**src/sv/rtbc_pkg.sv**
```systemverilog
package rtbc_pkg;

    typedef struct packed {
        logic        mode;
        logic [31:0] req_us;
    } rtbc_in_t;

    typedef struct packed {
        logic [1:0]  status;
        logic [31:0] total_us;
        logic [15:0] new_final_code;
    } rtbc_out_t;

    // register indexes
    localparam logic [2:0] REG_STEP_EN   = 3'd0;
    localparam logic [2:0] REG_PRE_PER   = 3'd1;
    localparam logic [2:0] REG_FIN_PER   = 3'd2;
    localparam logic [2:0] REG_SHORT_TO  = 3'd3;
    localparam logic [2:0] REG_PRE_TO    = 3'd4;
    localparam logic [2:0] REG_FIN_TO    = 3'd5;

    // status codes
    localparam logic [1:0] ST_OK      = 2'd0;
    localparam logic [1:0] ST_NO_FIN  = 2'd1;
    localparam logic [1:0] ST_BELOW   = 2'd2;
    localparam logic [1:0] ST_SMALL   = 2'd3;

    localparam logic [31:0] MIN_REQ_US = 32'd20000;

    // datapath operation codes
    localparam logic [2:0] OP_NONE   = 3'd0;
    localparam logic [2:0] OP_SETUP  = 3'd1;
    localparam logic [2:0] OP_CONV   = 3'd2;
    localparam logic [2:0] OP_DIVSTP = 3'd3;
    localparam logic [2:0] OP_SUM    = 3'd4;
    localparam logic [2:0] OP_FIT    = 3'd5;
    localparam logic [2:0] OP_NORM   = 3'd6;

    // conversion selects
    localparam logic [2:0] SEL_SHORT = 3'd0;
    localparam logic [2:0] SEL_PRE   = 3'd1;
    localparam logic [2:0] SEL_FIN   = 3'd2;
    localparam logic [2:0] SEL_FIT   = 3'd3;

    typedef struct packed {
        logic [2:0] op;
        logic [2:0] sel;
    } rtbc_cmd_t;

    typedef struct packed {
        logic norm_done;
        logic mode;
    } rtbc_stat_t;

    // macro period in ns from a period code
    function automatic logic [31:0] macro_ns(input logic [7:0] code);
        logic [7:0]  per;
        logic [11:0] frac;
        logic [22:0] frac_prod;
        begin
            per       = 8'((9'(code) + 9'd1) << 1);
            // 2304 * 1655 / 1000 = 3813.12: whole part plus the rounded
            // fraction (12 * per + 50) / 100, done by reciprocal multiply
            frac      = 12'(per) * 12'd12 + 12'd50;
            frac_prod = 23'(frac) * 23'd1311;
            macro_ns  = 32'(per) * 32'd3813 + 32'(frac_prod[22:17]);
        end
    endfunction

    function automatic logic [15:0] decode_to(input logic [15:0] code);
        logic [15:0] sh;
        begin
            sh = (code[15:8] < 8'd16) ? 16'({8'd0, code[7:0]} << code[11:8]) : 16'd0;
            decode_to = sh + 16'd1;
        end
    endfunction

endpackage

```
**src/sv/ranging_timing_budget_calc.sv**
```systemverilog
// Ranging timing budget calculator.
// Mode 1 adds to the mode 0 sequence the 32-step restoring divide of the fit
// plus up to 24 normalizing shifts.
// Throughput: one transaction at a time; a new start is taken the cycle after done.
// Reset: asynchronous active low; registers return to their defaults.
// The receiver cannot stall: each result shows for one cycle with done.
module ranging_timing_budget_calc
    import rtbc_pkg::*;
(
    input  logic       clk,
    input  logic       rst_n,
    input  logic       start,
    output logic       busy,
    input  rtbc_in_t   in_item,
    output logic       done,
    output rtbc_out_t  result,
    input  logic       cfg_we,
    input  logic [2:0] cfg_index,
    input  logic [15:0] cfg_data
);

    logic [7:0]  step_en_reg, pre_per_reg, fin_per_reg, short_to_reg;
    logic [15:0] pre_to_reg, fin_to_reg;

    // configuration writes
    always_ff @(posedge clk or negedge rst_n)
    begin
        if (!rst_n)
        begin
            step_en_reg  <= 8'd232;
            pre_per_reg  <= 8'd6;
            fin_per_reg  <= 8'd4;
            short_to_reg <= 8'd0;
            pre_to_reg   <= 16'd0;
            fin_to_reg   <= 16'd0;
        end
        else if (cfg_we)
        begin
            unique case (cfg_index)
                REG_STEP_EN:  step_en_reg  <= cfg_data[7:0];
                REG_PRE_PER:  pre_per_reg  <= cfg_data[7:0];
                REG_FIN_PER:  fin_per_reg  <= cfg_data[7:0];
                REG_SHORT_TO: short_to_reg <= cfg_data[7:0];
                REG_PRE_TO:   pre_to_reg   <= cfg_data;
                REG_FIN_TO:   fin_to_reg   <= cfg_data;
                default:
                begin
                end
            endcase
        end
    end

    rtbc_cmd_t  cmd;
    rtbc_stat_t stat;

    rtbc_ctrl u_ctrl (
        .clk   (clk),
        .rst_n (rst_n),
        .start (start),
        .stat  (stat),
        .busy  (busy),
        .done  (done),
        .cmd   (cmd)
    );

    rtbc_dp u_dp (
        .clk      (clk),
        .rst_n    (rst_n),
        .cmd      (cmd),
        .in_item  (in_item),
        .step_en  (step_en_reg),
        .pre_per  (pre_per_reg),
        .fin_per  (fin_per_reg),
        .short_to (short_to_reg),
        .pre_to   (pre_to_reg),
        .fin_to   (fin_to_reg),
        .stat     (stat),
        .res      (result)
    );

endmodule

```
**src/sv/rtbc_ctrl.sv**
```systemverilog
module rtbc_ctrl
    import rtbc_pkg::*;
(
    input  logic       clk,
    input  logic       rst_n,
    input  logic       start,
    input  rtbc_stat_t stat,
    output logic       busy,
    output logic       done,
    output rtbc_cmd_t  cmd
);

    localparam logic [2:0] S_IDLE = 3'd0;
    localparam logic [2:0] S_CONV = 3'd1;
    localparam logic [2:0] S_DIV  = 3'd2;
    localparam logic [2:0] S_SUM  = 3'd3;
    localparam logic [2:0] S_FIT  = 3'd4;
    localparam logic [2:0] S_NORM = 3'd5;
    localparam logic [2:0] S_DONE = 3'd6;

    logic [2:0] state_reg, state_next;
    logic [5:0] cnt_reg, cnt_next;
    logic [2:0] sel_reg, sel_next;

    // step through conversions: short, pre, final (us), then sum; in mode 1 also fit divide and normalize
    always_comb
    begin
        state_next = state_reg;
        cnt_next   = cnt_reg;
        sel_next   = sel_reg;
        cmd        = '{op: OP_NONE, sel: sel_reg};
        done       = 1'b0;
        unique case (state_reg)
            S_IDLE:
            begin
                if (start)
                begin
                    cmd.op     = OP_SETUP;
                    sel_next   = SEL_SHORT;
                    state_next = S_CONV;
                end
            end
            S_CONV:
            begin
                cmd.op     = OP_CONV;
                cnt_next   = 6'd0;
                state_next = S_DIV;
            end
            S_DIV:
            begin
                cmd.op   = OP_DIVSTP;
                cnt_next = cnt_reg + 6'd1;
                // unit conversions take a single step here, the fit divide 32 restoring steps
                unique case (sel_reg)
                    SEL_SHORT:
                    begin
                        sel_next   = SEL_PRE;
                        state_next = S_CONV;
                    end
                    SEL_PRE:
                    begin
                        sel_next   = SEL_FIN;
                        state_next = S_CONV;
                    end
                    SEL_FIN:
                    begin
                        state_next = S_SUM;
                    end
                    SEL_FIT:
                    begin
                        if (cnt_reg == 6'd31)
                            state_next = S_NORM;
                    end
                    default:
                    begin
                        state_next = S_IDLE;
                    end
                endcase
            end
            S_SUM:
            begin
                cmd.op = OP_SUM;
                if (stat.mode)
                    state_next = S_FIT;
                else
                    state_next = S_DONE;
            end
            S_FIT:
            begin
                cmd.op     = OP_FIT;
                sel_next   = SEL_FIT;
                state_next = S_CONV;
            end
            S_NORM:
            begin
                cmd.op = OP_NORM;
                if (stat.norm_done)
                    state_next = S_DONE;
            end
            S_DONE:
            begin
                done       = 1'b1;
                state_next = S_IDLE;
            end
            default:
            begin
                state_next = S_IDLE;
            end
        endcase
    end

    always_ff @(posedge clk or negedge rst_n)
    begin
        if (!rst_n)
        begin
            state_reg <= S_IDLE;
            cnt_reg   <= 6'd0;
            sel_reg   <= SEL_SHORT;
        end
        else
        begin
            state_reg <= state_next;
            cnt_reg   <= cnt_next;
            sel_reg   <= sel_next;
        end
    end

    assign busy = (state_reg != S_IDLE);

endmodule

```
**src/sv/rtbc_dp.sv**
```systemverilog
module rtbc_dp
    import rtbc_pkg::*;
(
    input  logic        clk,
    input  logic        rst_n,
    input  rtbc_cmd_t   cmd,
    input  rtbc_in_t    in_item,
    input  logic [7:0]  step_en,
    input  logic [7:0]  pre_per,
    input  logic [7:0]  fin_per,
    input  logic [7:0]  short_to,
    input  logic [15:0] pre_to,
    input  logic [15:0] fin_to,
    output rtbc_stat_t  stat,
    output rtbc_out_t   res
);

    logic        mode_reg;
    logic [31:0] req_reg;
    logic [31:0] pre_mns_reg, fin_mns_reg;
    logic [15:0] pre_clk_reg, fin_clk_reg;
    logic [31:0] short_us_reg, pre_us_reg, fin_us_reg;
    logic [31:0] num_reg, den_reg, quo_reg, rem_reg;
    logic [1:0]  status_reg;
    logic [31:0] budget_reg;
    logic [31:0] ls_reg;
    logic [7:0]  ms_reg;
    logic        zero_reg;
    logic        div0_reg;

    logic tcc, dss, msrc, pre, fin;
    assign tcc  = step_en[4];
    assign dss  = step_en[3];
    assign msrc = step_en[2];
    assign pre  = step_en[6];
    assign fin  = step_en[7];

    // dividend for the selected conversion
    logic [31:0] clk_sel, mns_sel, conv_num;
    always_comb
    begin
        unique case (cmd.sel)
            SEL_SHORT: clk_sel = 32'(short_to) + 32'd1;
            SEL_PRE:   clk_sel = 32'(pre_clk_reg);
            default:   clk_sel = 32'(fin_clk_reg);
        endcase
        mns_sel = (cmd.sel == SEL_FIN) ? fin_mns_reg : pre_mns_reg;
        if (cmd.sel == SEL_FIT)
            conv_num = num_reg;
        else
            conv_num = clk_sel * mns_sel + (mns_sel >> 1);
    end

    // divide by 1000 through the reciprocal 2^38 / 1000, exact for 32 bits
    logic [60:0] recip_prod;
    logic [31:0] us_val;
    assign recip_prod = 61'(num_reg) * 61'd274877907;
    assign us_val     = {9'd0, recip_prod[60:38]};

    // restoring divide step
    logic [32:0] rem_sh, rem_sub;
    assign rem_sh  = {rem_reg, num_reg[31]};
    assign rem_sub = rem_sh - {1'b0, den_reg};

    // sum of step times
    logic [31:0] used;
    always_comb
    begin
        used = (mode_reg ? 32'd1320 : 32'd1910) + 32'd960;
        if (tcc)
            used = used + short_us_reg + 32'd590;
        if (dss)
            used = used + ((short_us_reg + 32'd690) << 1);
        else if (msrc)
            used = used + short_us_reg + 32'd660;
        if (pre)
            used = used + pre_us_reg + 32'd660;
    end

    logic [31:0] used_fin, rest;
    assign used_fin = used + 32'd550;
    assign rest     = req_reg - used_fin;

    logic [31:0] clk_tot;
    assign clk_tot = (div0_reg ? 32'hFFFFFFFF : quo_reg)
                     + (pre ? 32'(pre_clk_reg) : 32'd0);

    always_ff @(posedge clk or negedge rst_n)
    begin
        if (!rst_n)
        begin
            mode_reg     <= 1'b0;
            req_reg      <= 32'd0;
            pre_mns_reg  <= 32'd0;
            fin_mns_reg  <= 32'd0;
            pre_clk_reg  <= 16'd0;
            fin_clk_reg  <= 16'd0;
            short_us_reg <= 32'd0;
            pre_us_reg   <= 32'd0;
            fin_us_reg   <= 32'd0;
            num_reg      <= 32'd0;
            den_reg      <= 32'd0;
            quo_reg      <= 32'd0;
            rem_reg      <= 32'd0;
            status_reg   <= ST_OK;
            budget_reg   <= 32'd0;
            ls_reg       <= 32'd0;
            ms_reg       <= 8'd0;
            zero_reg     <= 1'b0;
            div0_reg     <= 1'b0;
        end
        else
        begin
            unique case (cmd.op)
                OP_SETUP:
                begin
                    mode_reg    <= in_item.mode;
                    req_reg     <= in_item.req_us;
                    pre_mns_reg <= macro_ns(pre_per);
                    fin_mns_reg <= macro_ns(fin_per);
                    pre_clk_reg <= decode_to(pre_to);
                    fin_clk_reg <= pre ? (decode_to(fin_to) - decode_to(pre_to))
                                       : decode_to(fin_to);
                    status_reg  <= ST_OK;
                    budget_reg  <= 32'd0;
                    ms_reg      <= 8'd0;
                    zero_reg    <= 1'b0;
                end
                OP_CONV:
                begin
                    num_reg  <= conv_num;
                    den_reg  <= fin_mns_reg;
                    div0_reg <= (fin_mns_reg == 32'd0);
                    rem_reg  <= 32'd0;
                end
                OP_DIVSTP:
                begin
                    if (cmd.sel == SEL_FIT)
                    begin
                        num_reg <= {num_reg[30:0], 1'b0};
                        if (!rem_sub[32])
                        begin
                            rem_reg <= rem_sub[31:0];
                            quo_reg <= {quo_reg[30:0], 1'b1};
                        end
                        else
                        begin
                            rem_reg <= rem_sh[31:0];
                            quo_reg <= {quo_reg[30:0], 1'b0};
                        end
                    end
                    // store the step time in us
                    else if (cmd.sel == SEL_SHORT)
                        short_us_reg <= us_val;
                    else if (cmd.sel == SEL_PRE)
                        pre_us_reg <= us_val;
                    else
                        fin_us_reg <= us_val;
                end
                OP_SUM:
                begin
                    if (!mode_reg)
                        budget_reg <= fin ? (used + fin_us_reg + 32'd550) : used;
                    else if (req_reg < MIN_REQ_US)
                        status_reg <= ST_BELOW;
                    else if (!fin)
                        status_reg <= ST_NO_FIN;
                    else if (used_fin > req_reg)
                        status_reg <= ST_SMALL;
                end
                OP_FIT:
                begin
                    num_reg <= rest * 32'd1000 + (fin_mns_reg >> 1);
                end
                OP_NORM:
                begin
                    if (ms_reg == 8'd0 && !zero_reg)
                    begin
                        zero_reg <= (clk_tot == 32'd0);
                        ls_reg   <= clk_tot - 32'd1;
                        ms_reg   <= 8'd1;
                    end
                    else if (ls_reg[31:8] != 24'd0)
                    begin
                        ls_reg <= ls_reg >> 1;
                        ms_reg <= ms_reg + 8'd1;
                    end
                end
                default:
                begin
                end
            endcase
        end
    end

    // normalization finished once mantissa fits a byte
    assign stat.norm_done = (ms_reg != 8'd0) && (ls_reg[31:8] == 24'd0);
    assign stat.mode      = mode_reg;

    logic fit_ok;
    assign fit_ok = mode_reg && (status_reg == ST_OK);

    always_comb
    begin
        res.status         = status_reg;
        res.total_us       = mode_reg ? (fit_ok ? req_reg : 32'd0) : budget_reg;
        res.new_final_code = (fit_ok && !zero_reg)
                             ? {ms_reg - 8'd1, ls_reg[7:0]} : 16'd0;
    end

endmodule

```
**config.mk**
```make
export PLATFORM = sky130hd
export DESIGN_NAME = ranging_timing_budget_calc
export DESIGN_NICKNAME = d
export VERILOG_FILES = /design/src/sv/rtbc_pkg.sv /design/src/sv/ranging_timing_budget_calc.sv /design/src/sv/rtbc_ctrl.sv /design/src/sv/rtbc_dp.sv
export SDC_FILE = /design/constraint.sdc
export NUM_CORES = 2
export LEC_CHECK = 0
export ABC_AREA = 1
export BUFFER_PORTS_ARGS = -buffer_cell sky130_fd_sc_hd__buf_2
export CELL_PAD_IN_SITES_DETAIL_PLACEMENT = 1
export CELL_PAD_IN_SITES_GLOBAL_PLACEMENT = 1
export CORE_UTILIZATION = 45
export DETAILED_ROUTE_END_ITERATION = 10
export PLACE_DENSITY_LB_ADDON = 0.08
export SETUP_SLACK_MARGIN = 0.3
export SLEW_MARGIN = 10
export SYNTH_ARGS = -nofsm -noshare
export SYNTH_HDL_FRONTEND = slang
export SYNTH_HIERARCHICAL = 1
export SYNTH_SLANG_ARGS = --single-unit
```
**constraint.sdc**
```tcl
create_clock -name clk -period 11.85 [get_ports clk]
set_input_delay 0 -clock clk [delete_from_list [all_inputs] [get_ports clk]]
set_output_delay 0 -clock clk [all_outputs]
set_load 0.02 [all_outputs]
```
**After elaboration in Yosys (flattened, before gate mapping)**

Index checks and enable logic that the tools add are counted.

- Add/subtract/negate cells: 31
- $mul: 9
- $lt $le $gt $ge: 4
- Eq/ne operators: 32
- Shift operators: 2
- Mux-type cells: 50
- Bitwise gates (word level): 3
- Reductions and logical operators: 43

Operators by type and width:

| cell | number |
|---|---|
| two-way mux 32 bit | 16 |
| adder 32 x 10 -> 32 bit (second input constant) | 6 |
| case mux 32 bit (2 select lines) | 3 |
| adder 32 x 23 -> 32 bit | 4 |
| case mux 32 bit (3 select lines) | 1 |
| two-way mux 16 bit | 5 |
| adder 32 x 31 -> 32 bit | 2 |
| adder 32 bit | 2 |
| logical NOT 32 bit | 2 |
| multiplier 32 x 29 -> 61 bit (second input constant) | 1 |
| multiplier 12 x 11 -> 23 bit (second input constant) | 2 |
| adder 20 x 6 -> 21 bit | 2 |
| multiplier 7 x 12 -> 19 bit (second input constant) | 2 |
| case mux 3 bit (6 select lines) | 2 |
| subtractor 33 x 32 -> 33 bit | 1 |
| adder 16 x 1 -> 16 bit (second input constant) | 2 |
| greater-than comparator 32 bit | 1 |
| < comparator 32 x 15 -> 1 bit (second input constant) | 1 |
| multiplier 32 x 32 -> 32 bit | 1 |
| multiplier 32 x 7 -> 29 bit (second input constant) | 1 |
| << shifter 8 x 4 -> 16 bit | 2 |
| subtractor 32 x 1 -> 32 bit (second input constant) | 1 |
| subtractor 32 bit | 1 |
| adder 12 x 6 -> 12 bit (second input constant) | 2 |
| other kinds (45) | 111 |

- Register bits after elaboration: 476
- Bits of input ports: 56
- Logic and storage cells: 202

**Logic depth before layout (Yosys ltp)**

- Word-level depth: 19
- Gate-level depth with buffers: 79

**By module**

Netlist, hierarchy kept.

By module, submodules not included:

| module | times used | cells an instance | area each (µm²) | seq. area each (µm²) |
|---|---|---|---|---|
| rtbc_dp | 1 | 9117 | 69578.0 | 9133.8 |
| ranging_timing_budget_calc | 1 | 286 | 2580.0 | 1610.3 |
| rtbc_ctrl | 1 | 111 | 729.4 | 275.3 |

**Least setup slack after synthesis**

OpenSTA, ideal clock, no wires.

- Path type: reg-to-reg
- Start point: register u_dp.mode_reg
- End point: register u_dp.num_reg[30]
- Arrival: 11439 ps
- Slack: 298 ps
- Stages on the path, launching flop included: 70
- Buffers on the path: 2
- Clock period less this slack: 11552 ps
- Cell sequence: dfrtp_1 -> buf_2 -> clkinv_1 -> clkbuf_1 -> ha_1 -> inv_1 -> fa_1 -> nand3_1 -> nand2_1 -> a31oi_1 -> o21ai_0 -> or2_2 -> nand3_1 -> inv_1 -> ha_1 -> ha_1 -> a21o_1 -> a21oi_1 -> [... 34 more ...] -> inv_1 -> fa_1 -> inv_1 -> ha_1 -> nand2_1 -> nor4_1 -> nand3_1 -> nand3_1 -> nand3_1 -> nand2_1 -> xor2_1 -> inv_1 -> nor3_1 -> nand3_1 -> nand3_1 -> nand3_1 -> nand2_1 -> inv_1

- Longest elaborated chain between the ends: 17
- Elaborated cells between the ends (all ways): 18
- Classes of those cells: add/sub: 11; mul: 1; mux: 6

Ends and longest elaborated chain:

| item | line | source |
|---|---|---|
| from (decl) | rtbc_dp.sv:18 | `logic mode_reg;` |
| from (signal assigned) | rtbc_dp.sv:117 | `mode_reg <= in_item.mode;` |
| two-way mux 10 bit * | rtbc_dp.sv:69 | `used = (mode_reg ? 32'd1320 : 32'd1910) + 32'd960;` |
| adder 32 x 10 -> 32 bit * | rtbc_dp.sv:69 |  |
| adder 32 x 23 -> 32 bit | rtbc_dp.sv:71 | `used = used + short_us_reg + 32'd590;` |
| adder 32 x 10 -> 32 bit | rtbc_dp.sv:71 |  |
| two-way mux 32 bit * | rtbc_dp.sv:70 | `if (tcc)` |
| adder 32 x 23 -> 32 bit | rtbc_dp.sv:75 | `used = used + short_us_reg + 32'd660;` |
| adder 32 x 10 -> 32 bit | rtbc_dp.sv:75 |  |
| two-way mux 32 bit | rtbc_dp.sv:74 | `else if (msrc)` |
| two-way mux 32 bit * | rtbc_dp.sv:72 | `if (dss)` |
| adder 32 x 23 -> 32 bit | rtbc_dp.sv:77 | `used = used + pre_us_reg + 32'd660;` |
| adder 32 x 10 -> 32 bit | rtbc_dp.sv:77 |  |
| two-way mux 32 bit * | rtbc_dp.sv:76 | `if (pre)` |
| adder 32 x 10 -> 32 bit * | rtbc_dp.sv:81 | `assign used_fin = used + 32'd550;` |
| subtractor 32 bit * | rtbc_dp.sv:82 | `assign rest = req_reg - used_fin;` |
| multiplier 32 x 7 -> 29 bit * | rtbc_dp.sv:173 | `num_reg <= rest * 32'd1000 + (fin_mns_reg >> 1);` |
| adder 32 x 31 -> 32 bit * | rtbc_dp.sv:173 |  |
| case mux 32 bit (3 select lines) * | rtbc_dp.sv:114 | `unique case (cmd.op)` |
| to (signal assigned) | rtbc_dp.sv:131 | `num_reg <= conv_num;` |
| to (signal assigned) | rtbc_dp.sv:140 | `num_reg <= {num_reg[30:0], 1'b0};` |
| to (signal assigned) | rtbc_dp.sv:173 |  |
| to (decl) | rtbc_dp.sv:23 | `logic [31:0] num_reg, den_reg, quo_reg, rem_reg;` |

Every way passes the cells marked *; elsewhere a longest branch is shown, timed or not.
A chain may end at the register's enable or synchronous reset.

**Final worst setup path**

- Start point: register u_dp.mode_reg
- End point: register u_dp.num_reg[31]

Same word-level chain as after synthesis.

==> impl_metrics.ini <==
[sta]
post-route-min-period_ns = 11.30
slew_viol_final = 0
rsz0062_at_grt = yes
fmax_mhz = 88.5
fin_crit_sh_pct = 95.3
hold_viol_final = 0
fin_ws_ns = 0.552
finalSetupViolCount = 0
maxSlewHeadroom_pct = 21.2
worstMarginPinSlew_ns = 1.18
finClkSkew_ns = 0.0361

[global_routing]
grt_pass1_vias = 71740
grt_max_degree = 136
grt.overflow.total = 0
track_usage_pct = 32.3
grt.met1_usage_pct = 46.1
grt_pass1_wl_um = 411000
grtUsageMet2_pct = 52.3
busiest_layer = met2
antenna_found_initial = 3
use_met3_pct = 3.65

[hold_path]
hold_path_class = primary input to async pin

[drt]
drtAntennaViolNets = 0
drtIter0Drc = 3830
wl_um = 266000
drc = 0
vias = 67162
wl_per_cell_um = 21.4
dr.pass1.iters = 5
vias_per_cell = 5.42

[clock_network]
cts_sinks = 435
htree_levels = 2
clockBufferDepth = 3
numCtsBuffers = 58
cts_tree = built
clkLatencyLatePin_ns = 0.71
root_buffer = clkbuf_16
clk_pin_slew_ns = 0.06

[placement]
place_area_um2 = 79400
io_buffers = 107
gp_congestion = 0.951
preCtsSetupSlack_ns = -0.447
hpwl_um = 218000

[critical_path]
crit_buf_inv = 15
crit_path_max_incr_delay_ns = 0.57
r2r_slack_ns = 0.55
path_class = flop to flop
startpoint_type = flop
cp-end-kind = flop
cp.arrival_ns = 11.91
startpoint = u_dp/mode_reg
slowest_stage = fa_1
crit_family = adder cells
r2r_end = u_dp/num_reg[31]
critPathRequiredTime_ns = 12.47
cpMostUsedCell = buf_4
worstPathMaxFanout = 4
r2r_start = u_dp/mode_reg
reg2reg_depth = 63

[floorplan]
initial_utilization_pct = 45.3
coreArea_um2 = 160000
dieWidth_um = 404
io_pins = 108
dieHeight_um = 404
die_area_um2 = 163000
rows = 147

[yosys]
syn_nets = 11374
netlist_area_um2 = 72700
avgSynthCellArea_um2 = 7.66
ys_warn_count = 6
synth_cells = 9494

[layout]
layout_common_cells = inv_1, nand2_1, ha_1, fa_1, buf_4
n_fill_cell = 19933
layout.nets = 12073
areaGrowthSynthToFinish_pct = 17.9
multi_input_area_um2 = 56400
fin_area_um2 = 85700
layout-drive-gt1-share_pct = 14.4
register_area_um2 = 10900
fin_util_pct = 53.5

[outcome]
outcome = finished, final reports clean

[job]
cap_violations = 0
worst reg2reg max path: cells and delay by family (launching register included):
| family | cells | cell delay (ns) |
|---|---|---|
| compound gates | 13 | 2.01 |
| flops | 1 | 0.44 |
| fa+ha+maj | 12 | 4.17 |
| simple gates | 19 | 1.99 |
| buf+inv | 15 | 1.83 |
| xor+xnor | 4 | 0.76 |
final cells by class:
| class | count | share of cell area (%) |
|---|---|---|
| multi-input cells | 6901 | 65.8 |
| inverters | 1979 | 8.67 |
| well taps | 2160 | 3.15 |
| clock buffers | 78 | 1.92 |
| diodes | 1 | 0.00292 |
| clock inverters | 30 | 0.505 |
| repair buffers | 818 | 7.24 |
| flip-flops and latches | 435 | 12.7 |
worst max-delay path by stage:
stage          slack (ns)                to  depth (start not counted)
6_report             0.55  u_dp/num_reg[31]                         63
3_3_place_gp        -0.15  u_dp/num_reg[31]                         65
5_1_grt              0.02  u_dp/num_reg[31]                         72
2_1_floorplan        0.41  u_dp/num_reg[30]                         69
3_5_place_dp        -0.45  u_dp/num_reg[31]                         65
4_1_cts              0.30  u_dp/num_reg[31]                         65
routing by layer:
metal	part of all wire (%)	vias up
met2	46	1308
met5	0.0053	-
met1	47	34060
met3	4.5	308
met4	2.3	2
li1	-	31484
through the flow:
step	cells	hold WS [ns]	setup TNS, ns
after CTS	12348	0.000956	0
after detailed placement	12133	0.0134	-1.76
after global routing	12401	0.0400	0
after global placement	12133	0.0139	-0.168
after floorplan	9494	-0.296	0
final	12402	0.0260	0
repair_timing:
action | CTS | global route
gates resized for setup | 154 | 428
buffers inserted | 23 | 53
pin swaps | 39 | 209
hold buffers | 84 | 0
cloned | 0 | 0
setup endpoints to repair | 13 | 16
hold endpoints to repair | 234 | 0
Power is not shown: default switching activity piles up to over one toggle a cycle in this logic, so the estimate is an artifact.
